**config.mk**
```make
export PLATFORM = sky130hd
export DESIGN_NAME = pida_cell
export DESIGN_NICKNAME = d
export VERILOG_FILES = /design/src/rtl/core/pida_pkg.sv /design/src/rtl/core/pida_cell.sv
export SDC_FILE = /design/constraint.sdc
export NUM_CORES = 1
export LEC_CHECK = 0
export ABC_AREA = 1
export BUFFER_PORTS_ARGS = -buffer_cell sky130_fd_sc_hd__buf_4
export CAP_MARGIN = 20
export CORE_MARGIN = 3
export CORE_UTILIZATION = 44
export CTS_CLUSTER_DIAMETER = 100
export CTS_CLUSTER_SIZE = 16
export DETAILED_ROUTE_END_ITERATION = 6
export PLACE_DENSITY = 0.95
export SLEW_MARGIN = 5
export SYNTH_ARGS = -nofsm -noshare
export SYNTH_HDL_FRONTEND = slang
export SYNTH_SLANG_ARGS = --single-unit
```
**constraint.sdc**
```tcl
create_clock -name clock -period 4.7 [get_ports clock]
set_input_delay 0.235 -clock clock [delete_from_list [all_inputs] [get_ports clock]]
set_output_delay 0.235 -clock clock [all_outputs]
set_load 0.02 [all_outputs]
```
**src/rtl/core/pida_pkg.sv**
```systemverilog
// ----------------------------------------------------------------------------
// pida_pkg
// Shared types and constants for the positional insert/delete array: the
// command and status codes, the request and response words, and the control
// word that the top level broadcasts to the row of storage cells.
// ----------------------------------------------------------------------------
`default_nettype none

package pida_pkg;

   // Capacity of the array and the index width of one cell.
   localparam int DEPTH = 64;
   localparam int IDX_W = $clog2(DEPTH);

   // Widths fixed by the request and response fields.
   localparam int CNT_W  = 7;
   localparam int DATA_W = 32;

   // Command codes.
   typedef enum logic [1:0] {
      CMD_PUSH   = 2'd0,
      CMD_POP    = 2'd1,
      CMD_INSERT = 2'd2,
      CMD_DELETE = 2'd3
   } cmd_type;

   // Status codes.
   typedef enum logic [1:0] {
      ST_OK    = 2'd0,
      ST_RANGE = 2'd1,
      ST_FULL  = 2'd2,
      ST_EMPTY = 2'd3
   } status_type;

   // One request word.
   typedef struct packed {
      cmd_type                    command;
      logic signed [DATA_W-1:0]   value;
      logic        [CNT_W-1:0]    position;
   } req_type;

   // One response word.
   typedef struct packed {
      status_type                 status;
      logic signed [DATA_W-1:0]   popped_value;
      logic        [CNT_W-1:0]    element_count;
   } rsp_type;

   // Control word broadcast to every cell in the row.
   typedef struct packed {
      logic                       shift_up;
      logic                       shift_down;
      logic        [CNT_W-1:0]    position;
      logic        [DATA_W-1:0]   value;
      logic        [IDX_W-1:0]    read_index;
   } cell_ctrl_type;

endpackage

`default_nettype wire

```
**src/rtl/core/pida_cell.sv**
```systemverilog
// ----------------------------------------------------------------------------
// pida_cell
// One storage cell of the array. On an insert it takes its left neighbor's
// word when it sits above the position, or the new word at the position; on
// a delete it takes its right neighbor's word from the position upward. It
// also drives its word onto the read bus when it is the selected entry.
// ----------------------------------------------------------------------------
`default_nettype none

module pida_cell (
   input  wire logic                            clock,
   input  wire logic [pida_pkg::IDX_W-1:0]      cell_index,
   input  wire pida_pkg::cell_ctrl_type         ctrl,
   input  wire logic [pida_pkg::DATA_W-1:0]     left_data,
   input  wire logic [pida_pkg::DATA_W-1:0]     right_data,
   output logic      [pida_pkg::DATA_W-1:0]     data_out,
   output logic      [pida_pkg::DATA_W-1:0]     read_data
);

   logic [pida_pkg::DATA_W-1:0] data_ff;
   logic [pida_pkg::DATA_W-1:0] data_in;
   logic [pida_pkg::CNT_W-1:0]  index_wide;

   assign index_wide = pida_pkg::CNT_W'(cell_index);

   // Next word: shift up, shift down or hold.
   always_comb begin
      data_in = data_ff;
      if (ctrl.shift_up) begin
         if (index_wide > ctrl.position) begin
            data_in = left_data;
         end else if (index_wide == ctrl.position) begin
            data_in = ctrl.value;
         end
      end else if (ctrl.shift_down) begin
         if (index_wide >= ctrl.position) begin
            data_in = right_data;
         end
      end
   end

   // Storage word; no reset, entries are read only after being written.
   always_ff @(posedge clock) begin
      data_ff <= data_in;
   end

   assign data_out  = data_ff;
   assign read_data = (cell_index == ctrl.read_index) ? data_ff : '0;

endmodule

`default_nettype wire

```
==> results.toml, run 1 <==
[outcome]
outcome = "complete, no violations"

[pwr]
internal-power_uw = 604
switching_power_uw = 271
p_total_uw = 875
power_leakage_uw = 0.00243
p_sw_share_pct = 30.9
clkPwrFrac_pct = 21.5
combPwrFrac_pct = 35.7
seqPwrFrac_pct = 42.8
power_density_mw_per_mm2 = 221
ir_worst_vdd_mv = 0.135

[clocking]
cts.reportedPaths.clkPinSlew_ps = 60
root_buffer = "clkbuf_8"
clock_path_buffers = 2
hold_buffers = 0
post-cts-setup-buffers = 0
numCtsBuffers = 5
post_cts_resized = 0
htree_levels = 2
cts_tree = "done"
cts.sinks = 32

[flow_run]
max_cap_viol_count = 0

[logic_synthesis]
syn_inst = 384
yosys-top-cells-area = "edfxtp_1 38%, inv_1 16%, nand2_1 15%"
synth_enable_flop_cells = 32
yosys.cell_types.count = 18
synth.most_common_cell = "inv_1"
avgSynthCellArea_sq_um = 6.50
ys_warn_count = 0
async_reset_ff_share_pct = 0
yosysTopAreaCell = "edfxtp_1"
synthTopCellsByCount = "109 x inv_1, 102 x nand2_1, 66 x nand3_1, 36 x nor2_1, 32 x edfxtp_1"
ys_ff_latch = 32
yosysSeqAreaShare_pct = 38.5
synthFlopType = "edfxtp_1"
synth_top_area_share_pct = 38.5
syn_area_sq_mm = 0.00250
syn_nets = 508

[setup_path]
arrival_ps = 2610
crit_start = "cell_index[5]"
cp.depth = 9
crit_path_end = "data_out[28]"
required_ps = 4720
end_kind = "flop"
slowest_delay_ps = 770
critPathBufInv = 2
cpMostUsedCell = "nand2_1"
cp_max_fo = 34
cp-start-kind = "primary input"
critPathTopFamily = "simple AND/OR/NAND/NOR gates"
cp_slowest_cell = "nand2_2"
worstSetupPathType = "primary input to flop"
path_cells = "buf_4 -> ha_1 -> inv_1 -> nor3_2 -> nand3_2 -> nand2_2 -> nand2_1 -> nand3_1 -> nand2_1"

[timing]
setup_violations = 0
fmax_mhz = 387
fin_crit_sh_pct = 55.0
grt_setup_unrepaired = "no"
relSlewSlack_pct = 35.0
final.min_clock_period_ps = 2590
hold_viol = 0
finalMaxSlewViolations = 0
tightest_slew_ps = 973
setup-tns-final_ps = 0

[final_layout]
nets = 679
drive_gt1_share_pct = 34.8
area.growth.synth_to_final_pct = 58.5
diodes = 0
fill_cells = 415
largest_reg_flops = 32
regArea_sq_um = 961
multi_input_area_sq_mm = 0.00103

[die]
coreArea_sq_mm = 0.00530
rows = 26
die-height_microns = 81.3
die_area_sq_mm = 0.00662
start_util_pct = 47.1
die-width_microns = 81.3
ioPinCount = 182

[placement]
port_buffers = 181
gp_congestion = 0.883
hpwl_mm = 6.45

[grt]
grt_pass1_wl_mm = 12.3
antenna_found_initial = 0
grt-ovfl-total = 0
grt_max_degree = 35
grt_pass1_vias = 2725
track_usage_pct = 24.1

[detailed_routing]
viasPerCell = 4.68
remaining_drc_errors = 0
totalWireLength_mm = 8.28
dr.first_iter.drc_count = 192
drtPass1Iterations = 5
drt.antenna.violating_nets = 0
avgRoutedWirePerCell_microns = 13.2
vias = 2926

[hold_path]
whs_path_depth = 3
hold_class = "primary input to flop"
layer usage:
layer | wire length [microns] | part of all wire [%] | GRT usage (%) | vias up
met5 | 0 | 0 | 0 | -
met4 | 275 | 3.3 | 11.1 | 0
met3 | 535 | 6.5 | 3.44 | 26
met2 | 4620 | 56 | 48.6 | 142
met1 | 2850 | 34 | 23.6 | 1282
li1 | - | - | - | 1476
metrics by stage:
stage / setup WS [ps] / util, % / hold slack [ps] / cells / area (sq um)
5_1_grt: 1980 / 74.7 / 232 / 625 / 3960
4_1_cts: 1880 / 74.1 / 229 / 624 / 3930
3_3_place_gp: 1750 / 72.7 / 509 / 617 / 3850
2_1_floorplan: 2410 / - / 421 / 384 / 2500
6_report: 2110 / 74.7 / 237 / 625 / 3960
3_5_place_dp: 1590 / 72.7 / 509 / 617 / 3850
how the worst min path moves through the flow:
stage	end	startpoint	slack, ps
finish	data_out[11]	right_data[11]	240
CTS	data_out[14]	right_data[14]	230
floorplan	data_out[10]	right_data[10]	420
detailed placement	data_out[14]	right_data[14]	510
global route	data_out[12]	right_data[12]	230
global placement	data_out[8]	right_data[8]	510
cells by family after synthesis:
| logic type | count (synthesis) | share of synthesized area [%] |
|---|---|---|
| xor+xnor | 6 | 2.10 |
| flops | 32 | 38.5 |
| compound gates | 3 | 0.601 |
| buf+inv | 128 | 20.3 |
| simple gates | 209 | 35.5 |
| fa+ha+maj | 6 | 3.01 |
power groups by stage:
stage          clock [uW]  combinational (uW)  sequential (uW)
6_report              189                 312              374
5_1_grt               205                 343              378
4_1_cts               193                 307              375
3_5_place_dp            0                 306              381
3_3_place_gp            0                 296              380
2_1_floorplan           0                 119              417
final cells by class:
class | count | share of cell area, %
Inverter | 109 | 10.3
Timing Repair Buffer | 183 | 35.2
Sequential cell | 32 | 24.3
Clock buffer | 6 | 1.83
Multi-Input combinational cell | 224 | 26.0
Tap cell | 70 | 2.21
Clock inverter | 1 | 0.126
placed cells by master, fill, tap and decap left out:
master,synthesis,routed
a21oi_1,2,2
clkbuf_1,11,1
nand3_1,66,66
xnor2_1,2,2
nor3_2,1,1
edfxtp_1,32,32
o21ai_0,1,1
buf_16,0,1
clkbuf_8,0,5
xor2_1,4,4
clkinv_2,0,1
nand3_2,1,1
ha_1,6,6
nand2_2,2,2
nand2_1,102,102
inv_1,109,109
buf_4,0,182
nand4_1,1,1
nor2_1,36,36
Note: power is estimated with default switching activity, not from simulation.
==> run 2, diff against run 1 <==
- CORE_UTILIZATION: 44 -> 37
- PLACE_DENSITY: 0.95 -> 0.88
- clock period: 4.7 -> 2.1 ns (I/O delays scaled with it)
==> results.toml, run 2 (synthesis gave the netlist of run 1 again) <==
[outcome]
outcome = "complete, no violations"

[die]
ioPinCount = 182
die_area_sq_mm = 0.00777
die-height_microns = 88.2
start_util_pct = 38.7
die-width_microns = 88.2
rows = 29
coreArea_sq_mm = 0.00646

[setup_path]
end_kind = "flop"
cp_max_fo = 20
cp-start-kind = "primary input"
worstSetupPathType = "primary input to flop"
arrival_ps = 1630
required_ps = 2130

[detailed_routing]
viasPerCell = 4.51
drt.antenna.violating_nets = 0
remaining_drc_errors = 0
drtPass1Iterations = 4
totalWireLength_mm = 7.96
vias = 2883
dr.first_iter.drc_count = 163
avgRoutedWirePerCell_microns = 12.5

[clocking]
root_buffer = "clkbuf_8"
cts.reportedPaths.clkPinSlew_ps = 70
cts.sinks = 32
post-cts-setup-buffers = 0
clock_path_buffers = 2
cts_tree = "done"
post_cts_resized = 0
hold_buffers = 0
numCtsBuffers = 5
htree_levels = 2

[grt]
grt_pass1_vias = 2695
track_usage_pct = 19.4
grt-ovfl-total = 0
grt_pass1_wl_mm = 11.8
grt_max_degree = 35
antenna_found_initial = 0

[final_layout]
mostFrequentLayoutCells = "190 x buf_4, 108 x inv_1, 102 x nand2_1, 66 x nand3_1, 36 x nor2_1"
nets = 686
final_common_cell = "buf_4"
drive_gt1_share_pct = 35.8
largest_reg_flops = 32
diodes = 0
design_area_sq_mm = 0.00400
area.growth.synth_to_final_pct = 60.3

[placement]
port_buffers = 181
gp_congestion = 0.851
place_area_sq_mm = 0.00393
hpwl_mm = 6.48

[pwr]
power_density_mw_per_mm2 = 494
power_leakage_uw = 0.00244
ir_worst_vdd_mv = 0.280

[timing]
setup_violations = 0
tightest_slew_ps = 987
grt_setup_unrepaired = "no"
fmax_mhz = 626
final.min_clock_period_ps = 1600
hold_viol = 0
setup-tns-final_ps = 0
relSlewSlack_pct = 34.1
finalMaxSlewViolations = 0
fin_crit_sh_pct = 76.0

[flow_run]
max_cap_viol_count = 0

[hold_path]
hold_class = "primary input to flop"
-- run 2: changes by cell type in the layout (fill, tap and decap cells not counted) --
cell        change
clkinvlp_4      +1
buf_4           +8
buf_16          -1
inv_1           -1
-- run 2: final timing paths --
path           start      endpoint  slack, ps  depth (start not counted)
max    cell_index[5]   data_out[5]        500                         11
min   right_data[20]  data_out[20]         90                          3
-- run 2: final cells by class --
cell class	count	area, sq um
Clock buffer	6	72.6
Inverter	109	413
Clock inverter	1	5.00
Fill cell	596	2450
Timing Repair Buffer	190	1430
Sequential cell	32	961
Tap cell	77	96.3
Multi-Input combinational cell	224	1030
-- run 2: metrics by stage --
step	instances	util [%]	total power (uW)	worst slack (ps)	hold WS [ps]
after floorplan	384	-	1200	39.9	291
after global placement	632	60.8	1530	278	376
after detailed placement	632	60.8	1560	222	381
after CTS	639	62.0	2000	515	85.2
after global routing	639	62.0	2100	343	87.4
final	639	62.0	1980	504	92.7
-- run 2: power by group --
| part | switching (uW) | internal, uW | total (uW) |
|---|---|---|---|
| Sequential | 39.6 | 798 | 838 |
| Clock | 218 | 225 | 443 |
| Combinational | 363 | 334 | 697 |
-- run 2: metal layers --
| layer | share of wire [%] | vias up | GRT usage [%] |
|---|---|---|---|
| li1 | - | 1490 | - |
| met1 | 36 | 1250 | 20.8 |
| met2 | 54 | 127 | 37.3 |
| met3 | 7.4 | 16 | 4.05 |
| met4 | 2.5 | 0 | 6.73 |
| met5 | 0 | - | 0 |
-- run 2: worst max-delay path, cell delays in order --
cell     delay, ps
buf_4          120
ha_1           280
inv_1           90
nor2_1          40
a21oi_1        210
nand2_2        200
nand2_2        110
buf_4          250
nand2_1         80
nand3_1         80
nand2_1         60
==> run 3, diff against run 2 <==
- clock period: 2.1 -> 1.4 ns (I/O delays scaled with it)
==> results.toml, run 3 (synthesis gave the netlist of run 1 again) <==
[final_layout]
nets = 694
post-route-util_pct = 65.5
largest_reg_flops = 32
area.growth.synth_to_final_pct = 69.4
fill_cells = 558
diodes = 0
mostFrequentLayoutCells = "190 x buf_4, 105 x inv_1, 101 x nand2_1, 65 x nand3_1, 36 x nor2_1"
drive_gt1_share_pct = 38.4
instances_no_fill = 647
final_common_cell = "buf_4"

[clocking]
post-cts-setup-buffers = 0
cts_tree = "done"
htree_levels = 2
clock_path_buffers = 2
cts.reportedPaths.clkPinSlew_ps = 70
cts.sinks = 32
numCtsBuffers = 5
root_buffer = "clkbuf_8"
hold_buffers = 0

[grt]
grt_pass1_vias = 2797
grt-ovfl-total = 0
antenna_found_initial = 0
grt_pass1_wl_mm = 12.4
grt_max_degree = 33
track_usage_pct = 20.1

[pwr]
ir_worst_vdd_mv = 0.388
power_density_mw_per_mm2 = 728
power_leakage_uw = 0.00253

[flow_run]
max_cap_viol_count = 0

[die]
die-height_microns = 88.2
coreArea_sq_mm = 0.00646
ioPinCount = 182
die-width_microns = 88.2
start_util_pct = 38.7
rows = 29
die_area_sq_mm = 0.00777

[hold_path]
hold_start = "right_data[3]"
hold_class = "primary input to flop"
min_to = "data_out[3]"
whs_path_depth = 3

[timing]
finalMaxSlewViolations = 0
fin_crit_sh_pct = 95.2
final.min_clock_period_ps = 1330
setup_violations = 0
relSlewSlack_pct = 82.6
tightest_slew_ps = 260
hold_viol = 0
setup-tns-final_ps = 0
hold_ws_ps = 62.2
fmax_mhz = 750

[detailed_routing]
viasPerCell = 4.61
dr.first_iter.drc_count = 169
drt.antenna.violating_nets = 0
avgRoutedWirePerCell_microns = 12.8
totalWireLength_mm = 8.28
drtPass1Iterations = 4
remaining_drc_errors = 0
vias = 2981

[placement]
numPlacedInstances = 640
port_buffers = 181
gp_congestion = 0.860
hpwl_mm = 6.71

[setup_path]
cpMostUsedCell = "nand3_2"
worstSetupPathType = "primary input to flop"
cp_slowest_cell = "ha_4"
required_ps = 1380
end_kind = "flop"
cp_max_fo = 17
arrival_ps = 1320
cp-start-kind = "primary input"
slowest_delay_ps = 240
path_cells = "buf_4 -> inv_12 -> ha_4 -> inv_2 -> nor3_4 -> nand3_2 -> nand3_2 -> o21ai_2 -> clkinvlp_4 -> buf_12"

[outcome]
outcome = "complete, no violations"
==> run 3: where the power goes <==
part           internal (uW)  total, uW  switching [uW]
clock network            338        673             335
registers               1200       1260            63.5
logic                    571       1150             577
total                   2110       3080             975
==> run 3: timing repair <==
item	4_1_cts	5_1_grt
resized for setup	1	10
endpoints found under the setup margin	9	46
pin swaps	0	4
==> run 3: per-stage QoR <==
stage               total power, uW  cell area, sq um  setup WS [ps]
global placement               2380              4110           -244
CTS                            3090              4190           12.6
finish                         3080              4230           67.2
detailed placement             2410              4110           -331
global route                   3260              4230          -26.4
floorplan                      1820              2580           -339
==> run 3: worst max path at each step <==
| stage | start | slack, ps | cells past startpoint | endpoint |
|---|---|---|---|---|
| global route | ctrl[43] | -30 | 12 | data_out[12] |
| global placement | ctrl[43] | -240 | 11 | data_out[20] |
| floorplan | ctrl[43] | -340 | 9 | data_out[0] |
| finish | ctrl[43] | 70 | 10 | data_out[30] |
| CTS | ctrl[43] | 10 | 12 | data_out[2] |
| detailed placement | ctrl[43] | -330 | 11 | data_out[16] |
==> run 3: area by class of cell <==
cell class	count	area (sq um)	share of cell area, %
clock buffers	6	72.6	1.71
flip-flops and latches	32	961	22.7
repair buffers	198	1570	37.2
clock inverters	1	5.00	0.118
well taps	77	96.3	2.28
inverters	109	425	10.1
multi-input cells	224	1100	26.0
==> run 3: critical path, delay by kind of cell <==
kind / cells / cell delay, ps
AOI/OAI and AO/OA: 1 / 70
adders and majority gates: 1 / 240
buffers and inverters: 5 / 470
and+or+nand+nor: 3 / 460
==> run 3: layer usage <==
metal | vias to the layer above | GRT usage (%) | share of wire, %
met5 | - | 0 | 0
met4 | 0 | 5.36 | 1.5
met3 | 12 | 3.67 | 9.0
met2 | 169 | 38.2 | 53
met1 | 1292 | 23.0 | 37
li1 | 1508 | - | -
